$ cat src/rtl/uidc_pkg.sv
// Shared types, codes and constants of the ISO 14443-A cascade controller.
`default_nettype none
package uidc_pkg;

    localparam int UID_BYTES = 10;
    localparam int UID_W     = UID_BYTES * 8;
    localparam int UID_CNT_W = $clog2(UID_BYTES + 1);

    localparam logic [7:0] SEL_CL1      = 8'h93;
    localparam logic [7:0] SEL_CL2      = 8'h95;
    localparam logic [7:0] SEL_CL3      = 8'h97;
    localparam logic [7:0] CASCADE_TAG  = 8'h88;
    localparam logic [7:0] SAK_CASCADE  = 8'h04;
    localparam logic [3:0] MIN_ANTI_LEN = 4'd5;
    localparam logic [3:0] MIN_SEL_LEN  = 4'd1;
    localparam logic [1:0] LAST_LEVEL   = 2'd2;
    localparam logic [2:0] BYTES_AFTER_CT = 3'd3;
    localparam logic [2:0] BYTES_PLAIN    = 3'd4;
    localparam logic [3:0] MIN_UID_LEN    = 4'd4;
    localparam logic [1:0] LINK_OK        = 2'd0;

    typedef enum logic [1:0] {
        ACT_START      = 2'd0,
        ACT_ANTI_REPLY = 2'd1,
        ACT_SEL_REPLY  = 2'd2
    } t_action;

    typedef enum logic [2:0] {
        KIND_ANTICOLL = 3'd0,
        KIND_SELECT   = 3'd1,
        KIND_DONE     = 3'd2,
        KIND_FAILED   = 3'd3,
        KIND_IGNORED  = 3'd4
    } t_kind;

    typedef enum logic [2:0] {
        ST_OK         = 3'd0,
        ST_TIMEOUT    = 3'd1,
        ST_READER_ERR = 3'd2,
        ST_OVERSIZE   = 3'd3,
        ST_SHORT      = 3'd4,
        ST_UID_ERR    = 3'd5
    } t_status;

    typedef struct packed {
        t_action    action;
        logic [1:0] link_code;
        logic [3:0] reply_len;
        logic [7:0] reply_b0;
        logic [7:0] reply_b1;
        logic [7:0] reply_b2;
        logic [7:0] reply_b3;
        logic [7:0] reply_b4;
    } t_item;

    typedef struct packed {
        t_kind       kind;
        logic [7:0]  sel_code;
        logic [7:0]  cmd_b0;
        logic [7:0]  cmd_b1;
        logic [7:0]  cmd_b2;
        logic [7:0]  cmd_b3;
        logic [7:0]  cmd_b4;
        t_status     status;
        logic [63:0] uid_lo;
        logic [15:0] uid_hi;
        logic [3:0]  uid_len;
        logic [7:0]  sak;
    } t_result;

    function automatic logic [7:0] sel_of(input logic [1:0] level);
        logic [7:0] code;
        unique case (level)
            2'd0:    code = SEL_CL1;
            2'd1:    code = SEL_CL2;
            default: code = SEL_CL3;
        endcase
        return code;
    endfunction

endpackage
`default_nettype wire

$ cat src/rtl/uidc_step.sv
// Cascade state and the combinational step that turns one request into one result.
`default_nettype none
module uidc_step (
    input  wire logic            i_clk,
    input  wire logic            i_rst_n,
    input  wire logic            i_fire,
    input  wire uidc_pkg::t_item i_item,
    output uidc_pkg::t_result    o_result
);
    import uidc_pkg::*;

    typedef enum logic [1:0] {
        PH_IDLE = 2'd0,
        PH_ANTI = 2'd1,
        PH_SEL  = 2'd2
    } t_phase;

    t_phase               r_phase,     n_phase;
    logic [1:0]           r_level,     n_level;
    logic [31:0]          r_lvl_bytes, n_lvl_bytes;
    logic [UID_W-1:0]     r_store,     n_store;
    logic [UID_CNT_W-1:0] r_count,     n_count;

    t_result              res;
    logic                 ct_first;
    logic [31:0]          app_word;
    logic [UID_CNT_W:0]   app_sum;
    logic [UID_W-1:0]     app_store;
    logic [7:0]           bcc;

    // Bytes of this level that go into the UID: the cascade tag is dropped.
    assign ct_first  = (r_lvl_bytes[7:0] == CASCADE_TAG);
    assign app_word  = ct_first ? {8'h00, r_lvl_bytes[31:8]} : r_lvl_bytes;
    assign app_sum   = {1'b0, r_count}
                     + (UID_CNT_W + 1)'(ct_first ? BYTES_AFTER_CT : BYTES_PLAIN);
    assign app_store = r_store | (UID_W'(app_word) << {r_count, 3'b000});
    assign bcc       = i_item.reply_b0 ^ i_item.reply_b1 ^ i_item.reply_b2
                     ^ i_item.reply_b3;

    always_comb begin
        res         = '0;
        res.kind    = KIND_IGNORED;
        res.status  = ST_OK;
        n_phase     = r_phase;
        n_level     = r_level;
        n_lvl_bytes = r_lvl_bytes;
        n_store     = r_store;
        n_count     = r_count;
        priority if (i_item.action == ACT_START) begin
            n_store      = '0;
            n_count      = '0;
            n_level      = '0;
            n_lvl_bytes  = '0;
            res.kind     = KIND_ANTICOLL;
            res.sel_code = sel_of(2'd0);
            n_phase      = PH_ANTI;
        end else if (i_item.action == ACT_ANTI_REPLY && r_phase == PH_ANTI) begin
            priority if (i_item.link_code != LINK_OK) begin
                res.kind   = KIND_FAILED;
                res.status = t_status'({1'b0, i_item.link_code});
                n_phase    = PH_IDLE;
            end else if (i_item.reply_len < MIN_ANTI_LEN) begin
                res.kind   = KIND_FAILED;
                res.status = ST_SHORT;
                n_phase    = PH_IDLE;
            end else if (bcc != i_item.reply_b4) begin
                res.kind   = KIND_FAILED;
                res.status = ST_UID_ERR;
                n_phase    = PH_IDLE;
            end else begin
                n_lvl_bytes  = {i_item.reply_b3, i_item.reply_b2,
                                i_item.reply_b1, i_item.reply_b0};
                res.kind     = KIND_SELECT;
                res.sel_code = sel_of(r_level);
                res.cmd_b0   = i_item.reply_b0;
                res.cmd_b1   = i_item.reply_b1;
                res.cmd_b2   = i_item.reply_b2;
                res.cmd_b3   = i_item.reply_b3;
                res.cmd_b4   = i_item.reply_b4;
                n_phase      = PH_SEL;
            end
        end else if (i_item.action == ACT_SEL_REPLY && r_phase == PH_SEL) begin
            // After any failure only a start is taken, and a start clears the
            // store, so the store is committed on success paths only.
            priority if (i_item.link_code != LINK_OK) begin
                res.kind   = KIND_FAILED;
                res.status = t_status'({1'b0, i_item.link_code});
                n_phase    = PH_IDLE;
            end else if (i_item.reply_len < MIN_SEL_LEN) begin
                res.kind   = KIND_FAILED;
                res.status = ST_SHORT;
                n_phase    = PH_IDLE;
            end else if (app_sum > (UID_CNT_W + 1)'(UID_BYTES)) begin
                res.kind   = KIND_FAILED;
                res.status = ST_UID_ERR;
                n_phase    = PH_IDLE;
            end else if ((i_item.reply_b0 & SAK_CASCADE) == 8'h00) begin
                if (app_sum < (UID_CNT_W + 1)'(MIN_UID_LEN)) begin
                    res.kind   = KIND_FAILED;
                    res.status = ST_UID_ERR;
                end else begin
                    res.kind    = KIND_DONE;
                    res.uid_lo  = app_store[63:0];
                    res.uid_hi  = app_store[79:64];
                    res.uid_len = app_sum[3:0];
                    res.sak     = i_item.reply_b0;
                    n_store     = app_store;
                    n_count     = app_sum[UID_CNT_W-1:0];
                end
                n_phase = PH_IDLE;
            end else if (r_level == LAST_LEVEL) begin
                res.kind   = KIND_FAILED;
                res.status = ST_UID_ERR;
                n_phase    = PH_IDLE;
            end else begin
                n_level      = r_level + 2'd1;
                n_store      = app_store;
                n_count      = app_sum[UID_CNT_W-1:0];
                res.kind     = KIND_ANTICOLL;
                res.sel_code = sel_of(r_level + 2'd1);
                n_phase      = PH_ANTI;
            end
        end else begin
            res.kind = KIND_IGNORED;
        end
    end

    assign o_result = res;

    always_ff @(posedge i_clk) begin
        if (!i_rst_n) begin
            r_phase     <= PH_IDLE;
            r_level     <= '0;
            r_lvl_bytes <= '0;
            r_store     <= '0;
            r_count     <= '0;
        end else if (i_fire) begin
            r_phase     <= n_phase;
            r_level     <= n_level;
            r_lvl_bytes <= n_lvl_bytes;
            r_store     <= n_store;
            r_count     <= n_count;
        end
    end

endmodule
`default_nettype wire

$ cat src/rtl/uid_cascade_anticollision_top.sv
// Top level of the ISO 14443-A reader-side anticollision cascade controller.
// A request accepted on the slave side reaches the master side through the input
// register, one step of logic and the result register.
// Throughput: one request per cycle; while a result waits, one more request can
// still enter the empty input register, and only then does the input stall.
// Reset (synchronous, active low) empties both registers and clears the cascade.
`default_nettype none
module uid_cascade_anticollision_top (
    input  wire logic         i_clk,
    input  wire logic         i_rst_n,
    input  wire logic         s_axis_tvalid,
    output logic              s_axis_tready,
    // [1:0] link_code, [5:2] reply_len, [13:6] reply_b0, [21:14] reply_b1,
    // [29:22] reply_b2, [37:30] reply_b3, [45:38] reply_b4, [47:46] zero
    input  wire logic [47:0]  s_axis_tdata,
    // [1:0] action
    input  wire logic [1:0]   s_axis_tuser,
    output logic              m_axis_tvalid,
    input  wire logic         m_axis_tready,
    // [7:0] sel_code, [15:8] cmd_b0, [23:16] cmd_b1, [31:24] cmd_b2,
    // [39:32] cmd_b3, [47:40] cmd_b4, [50:48] status, [114:51] uid_lo,
    // [130:115] uid_hi, [134:131] uid_len, [142:135] sak, [143] zero
    output logic [143:0]      m_axis_tdata,
    // [2:0] kind
    output logic [2:0]        m_axis_tuser
);
    import uidc_pkg::*;

    logic    r_in_valid;
    t_item   r_in_item, in_item;
    logic    r_out_valid;
    t_result r_out, step_res;
    logic    advance;

    assign advance       = r_in_valid && (!r_out_valid || m_axis_tready);
    assign s_axis_tready = !r_in_valid || advance;

    always_comb begin
        in_item           = '0;
        in_item.action    = t_action'(s_axis_tuser);
        in_item.link_code = s_axis_tdata[1:0];
        in_item.reply_len = s_axis_tdata[5:2];
        in_item.reply_b0  = s_axis_tdata[13:6];
        in_item.reply_b1  = s_axis_tdata[21:14];
        in_item.reply_b2  = s_axis_tdata[29:22];
        in_item.reply_b3  = s_axis_tdata[37:30];
        in_item.reply_b4  = s_axis_tdata[45:38];
    end

    always_ff @(posedge i_clk) begin
        if (!i_rst_n) begin
            r_in_valid <= 1'b0;
        end else if (s_axis_tready) begin
            r_in_valid <= s_axis_tvalid;
        end
    end

    always_ff @(posedge i_clk) begin
        if (s_axis_tready && s_axis_tvalid) begin
            r_in_item <= in_item;
        end
    end

    uidc_step u_step (
        .i_clk    (i_clk),
        .i_rst_n  (i_rst_n),
        .i_fire   (advance),
        .i_item   (r_in_item),
        .o_result (step_res)
    );

    always_ff @(posedge i_clk) begin
        if (!i_rst_n) begin
            r_out_valid <= 1'b0;
        end else if (advance) begin
            r_out_valid <= 1'b1;
        end else if (m_axis_tready) begin
            r_out_valid <= 1'b0;
        end
    end

    always_ff @(posedge i_clk) begin
        if (advance) begin
            r_out <= step_res;
        end
    end

    assign m_axis_tvalid = r_out_valid;
    assign m_axis_tuser  = r_out.kind;
    assign m_axis_tdata  = {1'b0, r_out.sak, r_out.uid_len, r_out.uid_hi, r_out.uid_lo,
                            r_out.status, r_out.cmd_b4, r_out.cmd_b3, r_out.cmd_b2,
                            r_out.cmd_b1, r_out.cmd_b0, r_out.sel_code};

    a_done_len: assert property (@(posedge i_clk) disable iff (!i_rst_n)
        r_out_valid && r_out.kind == KIND_DONE |-> r_out.uid_len >= MIN_UID_LEN)
        else $error("done result with fewer than four UID bytes");

    a_status_fail: assert property (@(posedge i_clk) disable iff (!i_rst_n)
        r_out_valid && r_out.kind != KIND_FAILED |-> r_out.status == ST_OK)
        else $error("nonzero status on a result that is not a failure");

    a_sel_code: assert property (@(posedge i_clk) disable iff (!i_rst_n)
        r_out_valid && (r_out.kind == KIND_ANTICOLL || r_out.kind == KIND_SELECT)
        |-> (r_out.sel_code == SEL_CL1 || r_out.sel_code == SEL_CL2
             || r_out.sel_code == SEL_CL3))
        else $error("command result with a bad select code");

    a_hold_in: assert property (@(posedge i_clk) disable iff (!i_rst_n)
        r_in_valid && r_out_valid && !m_axis_tready
        |=> r_in_valid && $stable(r_in_item))
        else $error("pending request lost while the result side stalls");

endmodule
`default_nettype wire
$ cat config.mk
export PLATFORM = sky130hd
export DESIGN_NAME = uid_cascade_anticollision_top
export DESIGN_NICKNAME = d
export VERILOG_FILES = /design/src/rtl/uidc_pkg.sv /design/src/rtl/uidc_step.sv /design/src/rtl/uid_cascade_anticollision_top.sv
export SDC_FILE = /design/constraint.sdc
export NUM_CORES = 1
export LEC_CHECK = 0
export BUFFER_PORTS_ARGS = -buffer_cell sky130_fd_sc_hd__buf_2
export CORE_MARGIN = 5
export CORE_UTILIZATION = 58
export DETAILED_ROUTE_END_ITERATION = 8
export MAX_ROUTING_LAYER = met4
export PLACE_DENSITY_LB_ADDON = 0.15
export REMOVE_ABC_BUFFERS = 1
export SYNTH_ARGS = -nofsm -noshare
export SYNTH_HDL_FRONTEND = slang
export SYNTH_SLANG_ARGS = --single-unit
$ cat constraint.sdc
create_clock -name i_clk -period 6.7 [get_ports i_clk]
set_input_delay 1.675 -clock i_clk [delete_from_list [all_inputs] [get_ports i_clk]]
set_output_delay 1.675 -clock i_clk [all_outputs]
set_load 0.02 [all_outputs]
# == Word level (Yosys, flattened, before mapping) ==
# Cells that the tools add are included.
# totals
register_bits,316
latch_bits,0
mem_bits_rw,0
mem_bits_ro,0
input_bits,54
output_inout_bits,149
elab_cells,167
memories,0
# classes
addsub,2
mul,0
div_mod_pow,0
order_cmp,4
n_eq_ne,19
n_shift,1
muxes,84
bitwise_logic,7
reduce_logical,23
# op_table
op,n
$mux W80,9
$mux W92,5
$mux W32,6
$mux W48,3
$mux W95,1
$or A80 B80 Y80,1
$shl A32 B7 Y80,1
$mux W3,18
$mux W8,6
$mux W2,20
$mux W4,9
$xor A8 B8 Y8,3
$ne A2 B1 Y1 const B,8
$reduce_and A8 Y1,2
$pmux W3 S2,2
$mux W11,1
$eq A2 B1 Y1 const B,4
$eq A8 B8 Y1 const B,1
$logic_not A8 Y1,1
$ne A8 B8 Y1,1
$reduce_bool A2 Y1,4
$reduce_or A8 Y1,1
$eq A2 B2 Y1 const B,3
$logic_not A2 Y1,3
other kinds (17),27

# == Depth between registers and ports, before layout ==
# Gate-level depths: netlist of run 1.
# depth
depth_word,12
mapped_depth,14
ltp_nobuf,10

# == By module ==
# Synthesis of run 1 repeated with hierarchy kept, for this count alone.
# unflattened
hier_cells,1267
area_unflattened_um2,14176.1
# by_module_without_submodules
mod,instances,cells_per_inst,area_each_um2,seq_area_each_um2
uidc_step,1,1062,8235.4,2402.3
uid_cascade_anticollision_top,1,205,5940.7,5865.6

# == Least setup slack after synthesis of run 1 ==
# No wires, ideal clock.
# synth_timing
kind,in2reg
startpoint,in m_axis_tready
endpoint,reg u_step.r_store[34]
setup_ns,0.087
t_arrival_ns,6.095
t_required_ns,6.613
slack_ns,0.518
cell_stages,8
path_buffers,2
path_cell_list,nor2b_1 nand2b_1 inv_1 and3_1 clkbuf_1 nand3_1 buf_2 o31ai_1
# synth_between
elab_chain_len,3
# synth_rtl
item,line_no,source
start: declaration,uid_cascade_anticollision_top.sv:19,"input wire logic m_axis_tready,"
$logic_or A1 B1 Y1,uid_cascade_anticollision_top.sv:35,assign advance = r_in_valid && (!r_out_valid || m_axis_tready);
$logic_and A1 B1 Y1,uid_cascade_anticollision_top.sv:35,
named net advance,uid_cascade_anticollision_top.sv:33,logic advance;
$reduce_and A8 Y1 (no source line),--,
end signal: assignment,uidc_step.sv:141,r_store <= n_store;
end: declaration,uidc_step.sv:21,"logic [UID_W-1:0] r_store, n_store;"
# The timed path passes the listed nets, and every way through them passes these cells.
# A chain may end at the register's enable or synchronous reset.

# == Worst setup path after layout of run 1 ==
# layout_timing
startpoint,reg u_step.r_lvl_bytes[3]
endpoint,reg r_out (netlist bit m_axis_tdata[102]) (data pin)
# layout_between
elab_chain_len,5
word_cells_on_any_way,9
cone_classes,1 x add/sub; 2 x order compare; 1 x eq/ne; 1 x shift; 2 x mux; 1 x bitwise; 1 x reduce/logical
# layout_rtl
item,line_no,source
start: declaration,uidc_step.sv:20,"logic [31:0] r_lvl_bytes, n_lvl_bytes;"
start signal: assignment,uidc_step.sv:140,r_lvl_bytes <= n_lvl_bytes;
$eq A8 B8 Y1,uidc_step.sv:32,assign ct_first = (r_lvl_bytes[7:0] == CASCADE_TAG);
$mux W3,uidc_step.sv:35,+ (UID_CNT_W + 1)'(ct_first ? BYTES_AFTER_CT : BYTES_PLAIN);
$add A4 B5 Y5,uidc_step.sv:35,
$lt A5 B3 Y1 / $gt A5 B4 Y1 (equally long branches),"uidc_step.sv:98, uidc_step.sv:93",
$reduce_or A8 Y1 (no source line),--,
end signal: assignment,uid_cascade_anticollision_top.sv:84,r_out <= step_res;
end: declaration,uid_cascade_anticollision_top.sv:32,"t_result r_out, step_res;"
# Several ways; a longest one is shown, not always the timed one.

==> results.toml, run 1 <==
[logic_synthesis]
ys_seq_area_share_pct = 57.0
yosysWarnings = 0
ys_async_sr_fraction_pct = 0
synth_area_leaders = "edfxtp_1, dfxtp_1, nand3_1"
synth_top_cell_area_share_pct = 39.8
yosys.area.top_type = "edfxtp_1"
ys.flop_type = "edfxtp_1"
yosys_register_bits = 311
synth_edf_count = 189
synth_cell_type_count = 71
synthesis.instances = 1265
syn_avg_cell_area_sq_um = 11.3
synth.cell_area_sq_um = 14200

[clock_network]
cts_hold_buf = 0
insertion_delay_ps = 570
cts.sink_count = 311
numCtsBuffers = 31
clock_path_buffers = 3
clkTransAtPathRegs_ps = 60
postCtsSetupBuffers = 0
tritoncts = "built"
root_buffer = "clkbuf_16"
cts_resized = 0
htree_levels = 1

[placed_design]
port_buffers = 196
place_congestion = 0.925
place_hpwl_mm = 23.6

[detailed_routing]
drt-pass1-iter-count = 8
via_per_inst = 6.28
drcViolationCount = 0
detail-route-antenna-nets = 0
wire_per_inst_um = 20.2
via_count = 11100
first_iter_violations = 1178
routed_wl_mm = 35.7

[setup_path]
critical_path_class = "reg2reg"
ff2ff_path_depth = 11
r2r_slack_ps = 1680
crit_path_cell_trace = "nor4b_2 > buf_4 > nand2_1 > ha_1 > nand2_1 > nor3_1 > o21ai_0 > o211ai_4 > nor4_4 > buf_4 > o21a_1"
startpoint_type = "register"
r2r-end = "m_axis_tdata[102]"
cp_num_buf_inv = 2
reg2reg_from = "u_step.r_lvl_bytes[3]"
critPathArrivalTime_ps = 5430
slowest_stage = "nor4_4"
crit_required_ps = 7110
cp_max_fo = 44
crit_family = "simple AND/OR/NAND/NOR gates"
worst_setup_path_end_kind = "register"
slowest_delay_ps = 700

[die]
core_region_area_sq_um = 24200
initial_core_util_pct = 58.8
rows = 57
dieArea_sq_um = 27800
die-height_um = 167
die_w_um = 167
pin_count = 203

[finish]
num_antenna_cells = 0
syn_to_final_growth_pct = 15.3
nets = 1475
fin_util_pct = 67.7
drive_above_1_share_pct = 21.9

[run]
cap_violations = 0

[hold_path]
min_to = "u_step.r_store[34]"
holdPathStages = 2
hold_path.class = "reg2reg"
min-delay-start = "u_step.r_store[34]"

[grt]
grt_pass1_vias = 10300
grt_usage_pct = 25.4
grt_max_degree = 102
grt_pass1_wl_mm = 56.6
grt_antenna_before_repair = 0
gr-total-overflow = 0

[power]
switching_share_pct = 21.8
p_comb_share_pct = 5.5
max-vdd-ir-drop_v = 0.000237
power.internal_mw = 3.17
p_clk_share_pct = 42.5
p_leak_nw = 6.07
p_seq_share_pct = 52.0
power.density_nw_per_um2 = 247
p_switching_mw = 0.885

[sta]
finalCritPeriodShare_pct = 75.0
worstMarginPinSlew_ps = 1260
fin_skew_ps = 32.9
relSlewSlack_pct = 15.8
rsz0062_at_grt = "false"
fin_tns_setup_ps = 0
period_minus_slack_ps = 5020
fmax_mhz = 199
drv_slew = 0
hold_violations = 0
setup_viol = 0

[run_status]
status = "finished clean"
-- power groups by stage --
stage	sequential, mW	clock, mW	combinational [mW]
floorplan	2.20	0	0.0805
finish	2.11	1.72	0.224
global placement	2.15	0	0.224
detailed placement	2.15	0	0.227
CTS	2.11	1.75	0.227
global route	2.12	1.85	0.240
-- worst register-to-register path, delay by kind of cell, from the launching register on --
family	cells	cell delay [ps]
AND/OR/NAND/NOR	5	1680
AO/OA/AOI/OAI	3	1290
flip-flops	1	470
buffers and inverters	2	880
adder cells (fa/ha/maj)	1	540
-- sequential cells by signal, indices dropped and copies added, names as in the netlist --
signal,flops
r_in_item,48
u_step.r_lvl_bytes,32
m_axis_tvalid,1
m_axis_tdata,138
u_step.r_level,2
m_axis_tuser,3
u_step.r_count,4
r_in_valid,1
u_step.r_phase,2
u_step.r_store,80
-- final cells by class --
| type | instances | area (sq um) |
|---|---|---|
| clock buffer | 45 | 878 |
| timing repair buffer | 219 | 1150 |
| sequential | 311 | 8120 |
| multi-input combinational | 822 | 5610 |
| tap | 324 | 405 |
| clock inverter | 13 | 141 |
| fill | 1849 | 7820 |
| inverter | 30 | 118 |
-- routing by layer --
layer	track usage [%]	part of all wire [%]
met4	7.15	2.4
met1	36.2	43
met5	-	0
met2	38.3	46
met3	4.27	8.6
-- cell usage after synthesis (all sizes together), types with 14 or more instances --
master,instances
nor2,67
clkbuf,76
dfxtp,122
nand2,60
inv,30
a41o,32
nand4,34
a21oi,56
edfxtp,189
buf,30
o21a,46
o211ai,14
o21ai,75
a22o,49
nand3,101
xnor2,18
and2,69
-- worst max-delay path by stage --
| stage | startpoint | to | slack, ps | depth (start not counted) |
|---|---|---|---|---|
| floorplan | m_axis_tready | u_step.r_store[0] | -3870 | 7 |
| global placement | u_step.r_lvl_bytes[3] | m_axis_tdata[118] | 1890 | 11 |
| finish | u_step.r_lvl_bytes[3] | m_axis_tdata[102] | 1680 | 11 |
| CTS | u_step.r_lvl_bytes[3] | m_axis_tdata[102] | 1730 | 11 |
| detailed placement | u_step.r_lvl_bytes[3] | m_axis_tdata[102] | 1790 | 11 |
| global route | u_step.r_lvl_bytes[3] | m_axis_tdata[102] | 1450 | 11 |
-- layout by cell type, fill, tap and decap left out, types with 7 or more instances in the layout --
master	Yosys	routed
buf_2	14	196
edfxtp_1	189	189
dfxtp_1	122	122
nand3_1	101	101
o21ai_0	74	74
and2_1	69	68
nor2_1	67	66
nand2_1	60	60
a22o_1	49	49
o21a_1	46	46
a21oi_1	38	38
nand4_1	34	34
a41o_1	32	32
clkbuf_16	0	31
inv_1	30	29
buf_4	7	23
xnor2_1	18	18
a21oi_2	18	18
o211ai_1	13	13
o22ai_1	13	13
o2111ai_1	13	13
and3_1	12	12
nor3_1	11	11
a31oi_1	11	11
mux2i_1	10	10
o31ai_1	10	10
clkbuf_1	76	9
nor2b_1	8	8
mux4_2	8	8
a32oi_1	8	8
xnor3_1	7	7
clkinv_2	0	7
-- per-stage QoR --
stage | hold WS [ps] | total power [mW] | std cells | instance area, sq um | setup slack, ps
after floorplan | 425 | 2.28 | 1163 | 13800 | -3870
after global placement | 434 | 2.37 | 1706 | 15400 | 1890
after detailed placement | 439 | 2.38 | 1706 | 15400 | 1790
after CTS | 452 | 4.09 | 1764 | 16400 | 1730
after global routing | 475 | 4.20 | 1764 | 16400 | 1450
final | 450 | 4.06 | 1764 | 16400 | 1680
-- logic make-up after synthesis --
group / synth area share (%)
muxes: 2.13
and+or+nand+nor: 14.4
buffers and inverters: 4.05
other: 0.0263
xor gates and xnor gates: 2.27
adders and majority gates: 0.527
DFF: 57.0
AOI/OAI and AO/OA: 19.6
Power figures use the tool's default switching activity.
==> run 2: changes to the inputs <==
==> constraint.sdc (replaced) <==
create_clock -name i_clk -period 4.75 [get_ports i_clk]
set_input_delay 1.1875 -clock i_clk [delete_from_list [all_inputs] [get_ports i_clk]]
set_output_delay 1.1875 -clock i_clk [all_outputs]
set_load 0.02 [all_outputs]
==> run 2 against run 1 <==
Via count shrank 0.12%; highest routed layer unchanged; sequential power up 41%; clock power up 48%; largest cell class unchanged; hold slack hardly changed; cell area is 0.71% higher; worst setup slack got worse by 1200 ps.
==> results.toml, run 2 (same netlist as run 1, synthesis figures left out) <==
[finish]
largest_reg_flops = 138
final_cell_mix = "buf_2, edfxtp_1, dfxtp_1, nand3_1, o21ai_0"
drive_above_1_share_pct = 22.5
final_area_sq_um = 16500
nets = 1487
layout.cells.non_filler = 1776
fin_util_pct = 68.2
layout_commonest_cell = "buf_2"
num_antenna_cells = 0
syn_to_final_growth_pct = 16.1

[detailed_routing]
drcViolationCount = 0
drt-pass1-iter-count = 5
met3_length_mm = 3.20
via_per_inst = 6.23
highest_layer = "met4"
met1_length_mm = 15.8
wire_per_inst_um = 21.0
routed_wl_mm = 37.2
via_count = 11100
met2_length_mm = 17.4
detail-route-antenna-nets = 0
first_iter_violations = 1289

[setup_path]
worst_setup_path_end_kind = "register"
cp_max_fo = 44
crit_path_end = "m_axis_tdata[79]"
crit_path_start = "u_step.r_lvl_bytes[3]"
r2r-end = "m_axis_tdata[79]"
cp_num_buf_inv = 1
crit_required_ps = 5120
critical_path_class = "reg2reg"
cp_num_cells = 10
startpoint_type = "register"
critPathArrivalTime_ps = 4620
reg2reg_from = "u_step.r_lvl_bytes[3]"
cpMostUsedCell = "nand2_1"
ff2ff_path_depth = 10
r2r_slack_ps = 490
crit_family = "simple AND/OR/NAND/NOR gates"
slowest_delay_ps = 700
crit_path_cell_trace = "nor4b_2 > nand2_1 > ha_1 > nand2_1 > nor3_1 > o21ai_0 > o211ai_4 > nor4_4 > buf_4 > o21a_1"
slowest_stage = "nor4_4"

[die]
die-height_um = 167
die_w_um = 167
dieArea_sq_um = 27800
rows = 57
core_region_area_sq_um = 24200
pin_count = 203
initial_core_util_pct = 58.8

[sta]
fin_tns_setup_ps = 0
drv_slew = 0
rsz0062_at_grt = "false"
finalCritPeriodShare_pct = 89.6
relSlewSlack_pct = 9.99
setup_viol = 0
hold_violations = 0
worstMarginPinSlew_ps = 1350
fin_skew_ps = 16.0
fmax_mhz = 235
period_minus_slack_ps = 4260

[clock_network]
cts_resized = 0
insertion_delay_ps = 510
clock_path_buffers = 3
cts_hold_buf = 0
cts.sink_count = 311
htree_levels = 2
postCtsSetupBuffers = 0
tritoncts = "built"
numCtsBuffers = 34
root_buffer = "clkbuf_16"
clkTransAtPathRegs_ps = 60

[placed_design]
post-place-cells = 1715
place_congestion = 0.897
place_area_sq_um = 15500
place_hpwl_mm = 24.6
port_buffers = 196

[power]
max-vdd-ir-drop_v = 0.000387
p_leak_nw = 6.13
power.density_nw_per_um2 = 354
power_mw = 5.85

[grt]
grt_pass1_vias = 10700
grt_antenna_before_repair = 0
grt_usage_pct = 27.0
grt_max_degree = 73
gr-total-overflow = 0
grt_pass1_wl_mm = 59.5

[run_status]
status = "finished clean"

[run]
cap_violations = 0

[hold_path]
hold_path.class = "reg2reg"
[run 2: changes by cell type in the layout (fill, tap and decap cells not counted)]
cell        before  now
o31ai_4          2    1
o31ai_2          1    2
clkbuf_8         5    3
clkbuf_16       31   35
clkinv_1         2    4
clkinvlp_4       0    3
clkinv_2         7    4
bufinv_16        3    2
buf_4           23   32
[run 2: where the power goes]
part | internal (mW) | switching [mW] | total, mW
sequential | 2.94 | 0.0387 | 2.98
combinational | 0.0961 | 0.223 | 0.319
clock | 1.51 | 1.04 | 2.55
total | 4.55 | 1.30 | 5.85
[run 2: per-layer routing]
layer | GRT usage, % | vias to the layer above
met5 | - | -
li1 | - | 5163
met4 | 7.19 | 0
met2 | 41.7 | 515
met1 | 37.3 | 5328
met3 | 5.00 | 60
[run 2: cell type report]
class                   count  area, sq um
flip-flops and latches    311         8120
multi-input cells         822         5600
well taps                 324          405
fillers                  1849         7710
clock inverters            14          126
inverters                  30          118
clock buffers              47          951
repair buffers            228         1220
[run 2: worst min-delay path by stage]
stage / cells past startpoint / to / slack (ps) / startpoint
6_report: 2 / u_step.r_store[38] / 450 / u_step.r_store[38]
5_1_grt: 2 / u_step.r_store[17] / 470 / u_step.r_store[17]
4_1_cts: 2 / u_step.r_store[17] / 450 / u_step.r_store[17]
3_5_place_dp: 2 / u_step.r_store[17] / 440 / u_step.r_store[17]
3_3_place_gp: 2 / u_step.r_store[38] / 430 / u_step.r_store[38]
2_1_floorplan: 2 / u_step.r_store[16] / 430 / u_step.r_store[16]
[run 2: stage by stage]
stage / setup WS (ps) / hold WS (ps)
floorplan: -5330 / 425
global placement: 600 / 433
detailed placement: 507 / 439
CTS: 501 / 454
global route: 248 / 473
finish: 494 / 450
[run 2: worst min-delay path: stages, from the launching register on]
cell     delay, ps
dfxtp_1        320
nand2_1         50
o31ai_1         50
